[src/hdl/assert_macros.svh]
// Assertion helper macros for the grid automaton RTL.
// Included by files that check their own control logic; no other dependencies.
`ifndef ASSERT_MACROS_SVH
`define ASSERT_MACROS_SVH
`ifndef SYNTHESIS
// prop must hold at every clock edge outside reset
`define ASSERT_AT(lbl, clk, rstn, prop, msg) \
  lbl: assert property (@(posedge clk) disable iff (!rstn) (prop)) else $error(msg);
// cond must never be seen outside reset
`define ASSERT_NEVER(lbl, clk, rstn, cond, msg) \
  lbl: assert property (@(posedge clk) disable iff (!rstn) !(cond)) else $error(msg);
`else
`define ASSERT_AT(lbl, clk, rstn, prop, msg)
`define ASSERT_NEVER(lbl, clk, rstn, cond, msg)
`endif
`endif

[src/hdl/lat_pkg.sv]
// Shared types, constants and helpers for the toroidal life automaton.
// No dependencies; used by every module of the block.
package lat_pkg;

  localparam int MAX_WIDTH_DEF  = 64;
  localparam int MAX_HEIGHT_DEF = 64;

  localparam int DIM_W = 7;   // width / height register
  localparam int IDX_W = 6;   // row index field
  localparam int ROW_W = 64;  // row word on the ports
  localparam int CNT_W = 4;   // neighbor count 0..8

  localparam logic [DIM_W-1:0] RESET_DIM   = DIM_W'(30);
  localparam logic [CNT_W-1:0] BIRTH_COUNT = CNT_W'(3);
  localparam logic [CNT_W-1:0] KEEP_COUNT  = CNT_W'(2);

  typedef enum logic {
    OP_LOAD   = 1'b0,
    OP_EVOLVE = 1'b1
  } op_e;

  typedef enum logic [0:0] {
    REG_GRID_WIDTH  = 1'b0,
    REG_GRID_HEIGHT = 1'b1
  } cfg_reg_e;

  // control broadcast to every row cell
  typedef struct packed {
    logic             shift;     // rotate the active ring by one row
    logic             load;      // write load_row into the addressed cell
    logic [IDX_W-1:0] load_idx;
    logic [DIM_W-1:0] hgt;       // effective height, ring length
  } cell_ctl_t;

  // 0 reads as 1, values above the maximum saturate
  function automatic logic [DIM_W-1:0] eff_dim(logic [DIM_W-1:0] v,
                                               logic [DIM_W-1:0] maxv);
    logic [DIM_W-1:0] r;
    if (v == '0) r = DIM_W'(1);
    else if (v > maxv) r = maxv;
    else r = v;
    return r;
  endfunction

endpackage

[src/hdl/lat_row_cell.sv]
// One row cell of the grid ring: holds one row word, takes a load, its neighbor's
// row or, as the ring tail, the incoming tail row. Depends on lat_pkg.
module lat_row_cell import lat_pkg::*; #(
  parameter int MAX_WIDTH = MAX_WIDTH_DEF,
  parameter int IDX       = 0
) (
  input  logic                 clk_i,
  input  logic                 rst_ni,
  input  cell_ctl_t            ctl_i,
  input  logic [MAX_WIDTH-1:0] nbr_i,      // row of the next cell up the chain
  input  logic [MAX_WIDTH-1:0] wb_i,       // row entering at the ring tail
  input  logic [MAX_WIDTH-1:0] load_row_i,
  output logic [MAX_WIDTH-1:0] row_o
);

  localparam logic [DIM_W-1:0] IdxD = DIM_W'(IDX);
  localparam logic [IDX_W-1:0] IdxI = IDX_W'(IDX);

  logic [MAX_WIDTH-1:0] row_d, row_q;

  always_comb begin
    row_d = row_q;
    if (ctl_i.load && ctl_i.load_idx == IdxI) begin
      row_d = load_row_i;
    end else if (ctl_i.shift && IdxD < ctl_i.hgt) begin
      // tail cell of the active ring closes the loop
      row_d = (IdxD == ctl_i.hgt - DIM_W'(1)) ? wb_i : nbr_i;
    end
  end

  always_ff @(posedge clk_i or negedge rst_ni) begin
    if (!rst_ni) begin
      row_q <= '0;
    end else begin
      row_q <= row_d;
    end
  end

  assign row_o = row_q;

endmodule

[config.mk]
export PLATFORM = sky130hd
export DESIGN_NAME = lat_row_cell
export DESIGN_NICKNAME = d
export VERILOG_FILES = /design/src/hdl/assert_macros.svh /design/src/hdl/lat_pkg.sv /design/src/hdl/lat_row_cell.sv
export SDC_FILE = /design/constraint.sdc
export NUM_CORES = 1
export LEC_CHECK = 0
export ABC_AREA = 1
export BUFFER_PORTS_ARGS = -buffer_cell sky130_fd_sc_hd__buf_4
export CAP_MARGIN = 30
export CORE_MARGIN = 4
export CORE_UTILIZATION = 39
export DETAILED_ROUTE_END_ITERATION = 7
export HOLD_SLACK_MARGIN = 0.02
export PLACE_DENSITY_LB_ADDON = 0.25
export SYNTH_ARGS = -nofsm -noshare
export SYNTH_HDL_FRONTEND = slang
export SYNTH_SLANG_ARGS = --single-unit
[constraint.sdc]
create_clock -name clk_i -period 0.8 [get_ports clk_i]
set_input_delay 0.16 -clock clk_i [delete_from_list [all_inputs] [get_ports clk_i]]
set_output_delay 0.16 -clock clk_i [all_outputs]
set_load 0.02 [all_outputs]
==> results of run 1 <==
-- metrics by stage --
step                      instances  cell area (µm²)
after floorplan                 591             4460
after global placement          973             6600
after detailed placement        973             6600
after CTS                      1041             8330
after global routing           1058             8900
final                          1058             8900
-- final cells by class --
type	instances	area, µm²
Timing Repair Buffer	371	3750
Sequential cell	64	1600
Inverter	5	28.8
Tap cell	140	175
Clock inverter	4	20.0
Multi-Input combinational cell	463	3170
Clock buffer	11	151
Fill cell	651	1940
-- cells in the final DEF, fill, tap and decap left out --
cell	n
buf_12	19
and2_4	1
clkbuf_8	11
nor2_4	4
o21ai_0	35
buf_16	15
inv_8	1
nand3b_1	64
nor2_1	2
nand2_8	2
inv_4	1
nand3_2	119
nand2_2	9
inv_1	2
nand3_1	61
buf_4	249
nand2_1	123
dfrtp_1	64
clkbuf_16	6
nor3b_4	1
o21ai_2	2
clkinv_2	4
buf_6	76
dlygate4sd3_1	1
o21ai_1	27
inv_2	1
o21ai_4	1
nand3_4	12
buf_8	5
-- worst max path at each step --
stage	from	endpoint	slack, ns	cells past startpoint
finish	ctl_i[5]	row_o[16]	-0.29	8
floorplan	ctl_i[2]	row_o[10]	-0.24	8
CTS	row_o[17]	row_o[17]	-0.25	1
detailed placement	ctl_i[10]	row_o[58]	-0.59	8
global placement	ctl_i[12]	row_o[28]	-0.54	6
global route	ctl_i[5]	row_o[16]	-0.32	8
-- timing repair --
item,in CTS,in global routing
endpoints found under the hold margin,64,0
gates resized for setup,192,116
cloned,19,6
endpoints found under the setup margin,128,128
hold buffers,1,0
buffers inserted,33,17
pin swaps,39,54
-- cell families after synthesis --
group | count (synthesis)
buf+inv | 64
flops | 64
compound gates | 65
simple gates | 398
-- where the power goes --
group	leakage, nW	switching [mW]	internal (mW)
clock network	0.0947	1.22	1.26
registers	0.779	0.265	3.56
logic	3.50	1.85	2.20
total	4.37	3.33	7.02
-- layer usage --
metal | track usage, % | vias up | wire [µm] | share of wire (%)
met3 | 5.03 | 88 | 1780 | 7.7
met4 | 14.4 | 0 | 999 | 4.3
met1 | 36.2 | 2949 | 8050 | 35
met5 | 0 | - | 0 | 0
li1 | - | 2703 | - | -
met2 | 58.5 | 415 | 12200 | 53
-- worst max-delay path, stage by stage --
cell and delay [ns]:
buf_4 0.12, nor2_4 0.07, nand2_2 0.10, buf_4 0.26
o21ai_0 0.31, nand3_2 0.12, nand3_2 0.09, nand2_2 0.05
==> flow_summary.ini, run 1 <==
[floorplan]
die_y_um = 113
die_w_um = 113
ios = 273
initial_core_util_pct = 39.8
num_rows = 38
die_area_mm2 = 0.0128
fp.coreArea_mm2 = 0.0108

[sta]
clock.fmax_mhz = 920
layout_worst_path_cycle_share_pct = 136
slew_headroom_pct = 76.2
setup-tns-final_ns = -27.98
rsz0062_at_grt = yes
tightest_slew_ns = 0.358
finalSetupViolCount = 128
min_period_ns = 1.09
fin_ws_ns = -0.287
drv_slew = 0
hold_slack_ns = 0.143
hold_viol_final = 0
fin_worst_skew_ns = 0

[place]
portBuffers = 272
hpwl_mm = 12.2
post-place-ws_ns = -0.590
gp_congestion = 0.896

[outcome]
violations = negative setup slack
status = finished with violations

[route]
route.detailed.wl_per_inst_um = 21.8
routed_wl_mm = 23.1
drt_pass1_iterations = 5
vias = 6155
drc = 0
drt_iter0_markers = 507
viasPerCell = 5.82
drtAntennaViolNets = 0

[synthesis]
yosys-top-cells-count = nand3_1, nand2_1, dfrtp_1, nand3b_1, o21ai_0
yosysMostFrequentCell = nand3_1
netlist_instances = 591
synth_compound_area_share_pct = 7.55
synth_nets = 800
synth-seq-cells = 64
synth_fa_ha_area_share_pct = 0
synth_xor_area_share_pct = 0
ys_types = 19
synthTopCellsByArea = dfrtp_1, nand3_1, nand2_1
yosysTopAreaCell = dfrtp_1
netlist_area_mm2 = 0.00431
async_flop_share_pct = 100
yosysSeqAreaShare_pct = 37.2
synth-simple-area-share_pct = 46.4
ys.flop_type = dfrtp_1
synth_edf_count = 0
yosys_warnings = 0
synthDominantCellAreaShare_pct = 37.2
syn_avg_cell_area_um2 = 7.29
synthMuxAreaShare_pct = 0
synth_top_family_by_area = simple AND/OR/NAND/NOR gates

[clocking]
cts_buffer_depth = 2
clk_latency_ns = 0.32
cts_made_buffers = 9
h-tree-depth = 3
root_buffer = clkbuf_8
cts_tree = built
clkTransAtPathRegs_ns = 0.07
cts.sinks = 64

[global_routing]
grt_antenna_before_repair = 0
grt_pass1_vias = 6192
gr-usage-all-layers_pct = 31.9
grt_pass1_wl_mm = 32.1
overflow = 0
grt_max_degree = 43

[finish]
area_delta_synth_final_pct = 107
largest_register_ffs = 64
fin_util_pct = 82.1
antenna_cells = 0
final_nets = 1123
drive_above_1_share_pct = 58.7

[critical_path]
r2r_slack_ns = -0.10
rr_startpoint = row_o[57]
cp.required_ns = 1.01
crit_type = in2reg
worst-endpoint-arrival_ns = 1.30
r2r-end = row_o[57]
critPathCaptureType = flip-flop
cp-start-kind = primary input
crit_fanout = 32
reg2regPathDepth = 4

[min_path]
min_path_cells = 4
worst_hold_path.endpoint = row_o[43]
min_path_type = in2reg
worstHoldStart = load_row_i[43]

[pwr]
power.leakage_nw = 4.37
powerDensity_mw_per_mm2 = 1160
p_total_mw = 10.4
vdd_drop_max_v = 0.000799

[run]
max_cap_viol_count = 0
Note: power is estimated with default switching activity, not from simulation.
==> run 2, diff against run 1 <==
- ABC_AREA: 1 -> unset
- CORE_UTILIZATION: 39 -> 36
==> flow_summary.ini, run 2 <==
[synthesis]
netlist_instances = 355
yosys_warnings = 0
synth-seq-cells = 64
synth_nets = 564
ys.flop_type = dfrtp_1
yosysTopAreaCell = dfrtp_1
ys_types = 16
yosys-top-cells-count = dfrtp_1, inv_1, mux2i_1, nand2_1, o221ai_1
netlist_area_mm2 = 0.00352
yosysSeqAreaShare_pct = 45.5
async_flop_share_pct = 100
synthTopCellsByArea = dfrtp_1, mux2i_1, o221ai_1
synthDominantCellAreaShare_pct = 45.5
synth_edf_count = 0
syn_avg_cell_area_um2 = 9.92

[place]
hpwl_mm = 10.0
portBuffers = 272
gp_congestion = 0.759
post-place-ws_ns = -1.36
placed_area_mm2 = 0.00576

[sta]
hold_slack_ns = 0.0424
rsz0062_at_grt = yes
finalSetupViolCount = 128
slew_headroom_pct = 77.3
clock.fmax_mhz = 569
layout_worst_path_cycle_share_pct = 220
fin_ws_ns = -0.957
fin_worst_skew_ns = 0
tightest_slew_ns = 0.337
setup-tns-final_ns = -69.74
hold_viol_final = 0
min_period_ns = 1.76
drv_slew = 0

[critical_path]
cp.required_ns = 0.97
slowest_delay_ns = 0.54
crit_fanout = 30
crit_chain = buf_6, or4_4, or4b_4, buf_12, mux2i_2, o221ai_1
worst-endpoint-arrival_ns = 1.93
cp.buffers_inverters = 2
critPathCaptureType = flip-flop
crit_type = in2reg
r2r_slack_ns = -0.14
crit_family = simple AND/OR/NAND/NOR gates
cp-start-kind = primary input
cp_slowest_cell = or4b_4

[min_path]
min_path_type = in2reg

[finish]
area_delta_synth_final_pct = 84.3
largest_register_ffs = 64
mostFrequentLayoutCell = buf_4
final_nets = 863
stdcell_area_mm2 = 0.00649
antenna_cells = 0
drive_above_1_share_pct = 50.8
layout_common_cells = buf_4, buf_6

[clocking]
clkTransAtPathRegs_ns = 0.07
cts.sinks = 64
root_buffer = clkbuf_8
cts_tree = built
cts_buffer_depth = 2
clk_latency_ns = 0.31
cts_made_buffers = 9
h-tree-depth = 3

[floorplan]
die_w_um = 107
fp.coreArea_mm2 = 0.00937
ios = 273
num_rows = 35
initial_core_util_pct = 37.6
die_area_mm2 = 0.0114
die_y_um = 107

[route]
drc = 0
vias = 3903
drt_pass1_iterations = 4
drt_iter0_markers = 141
routed_wl_mm = 13.7
drtAntennaViolNets = 0
viasPerCell = 4.95
route.detailed.wl_per_inst_um = 17.4

[global_routing]
overflow = 0
grt_max_degree = 35
grt_antenna_before_repair = 0
grt_pass1_vias = 4191
grt_pass1_wl_mm = 20.5
gr-usage-all-layers_pct = 22.5

[pwr]
powerDensity_mw_per_mm2 = 1420
power.leakage_nw = 3.61
vdd_drop_max_v = 0.000847

[outcome]
status = finished with violations
violations = negative setup slack

[run]
max_cap_viol_count = 0
[run 2: cell types whose count changed after synthesis, sizes merged, moves of 6 or more]
cell    change
nand2      -70
buf        -21
o221ai     +64
clkbuf     -10
nand3     -192
nor2        -6
mux2i      +64
nand3b     -64
o21ai      -65
inv        +59
[run 2: path summary, 6_finish.rpt]
path	from	cells past startpoint	end
max in group asynchronous	rst_ni	3	row_o[56]
worst min register to register	row_o[40]	2	row_o[40]
min in group asynchronous	rst_ni	3	row_o[21]
worst max-delay path	ctl_i[2]	6	row_o[13]
worst max register to register	row_o[62]	4	row_o[62]
worst min-delay path	load_row_i[24]	3	row_o[24]
[run 2: layout make-up]
cell class	count	area, µm²
tap	129	161
clock inverter	4	20.0
timing repair buffer	316	2770
inverter	64	240
multi-input combinational	199	1550
clock buffer	12	145
fill	774	2880
sequential	64	1600
[run 2: what timing repair did]
item,CTS,global route
hold buffers,4,0
buffers inserted,9,13
pin swaps,0,1
setup endpoints to repair,128,128
endpoints found under the hold margin,67,0
gates resized for setup,68,7
gates cloned,0,4
[run 2: power by group]
part	internal, mW	switching (mW)
registers	3.56	0.239
logic	1.78	1.23
clock network	1.19	1.22
total	6.53	2.69
[run 2: cells by family after synthesis]
logic type	after synthesis	synth area share, %
buf+inv	92	12.0
simple gates	70	8.14
compound gates	65	16.2
mux	64	18.2
flops	64	45.5
[run 2: through the flow]
step / cells / util [%] / power [mW]
4_1_cts: 771 / 67.1 / 9.16
3_5_place_dp: 742 / 61.5 / 6.38
5_1_grt: 788 / 69.2 / 9.68
2_1_floorplan: 355 / - / 4.76
6_report: 788 / 69.2 / 9.22
3_3_place_gp: 742 / 61.5 / 6.32
[run 2: tightest hold or removal path, cell delays in order]
cell,delay (ns)
buf_4,0.08
nand2_1,0.04
o221ai_1,0.05
[run 2: metal layers]
layer | vias up | GRT usage, % | wire length [µm]
li1 | 1856 | - | -
met1 | 1839 | 23.9 | 4910
met2 | 184 | 42.6 | 7440
met3 | 24 | 5.90 | 987
met4 | 0 | 7.85 | 358
met5 | - | 0 | 0
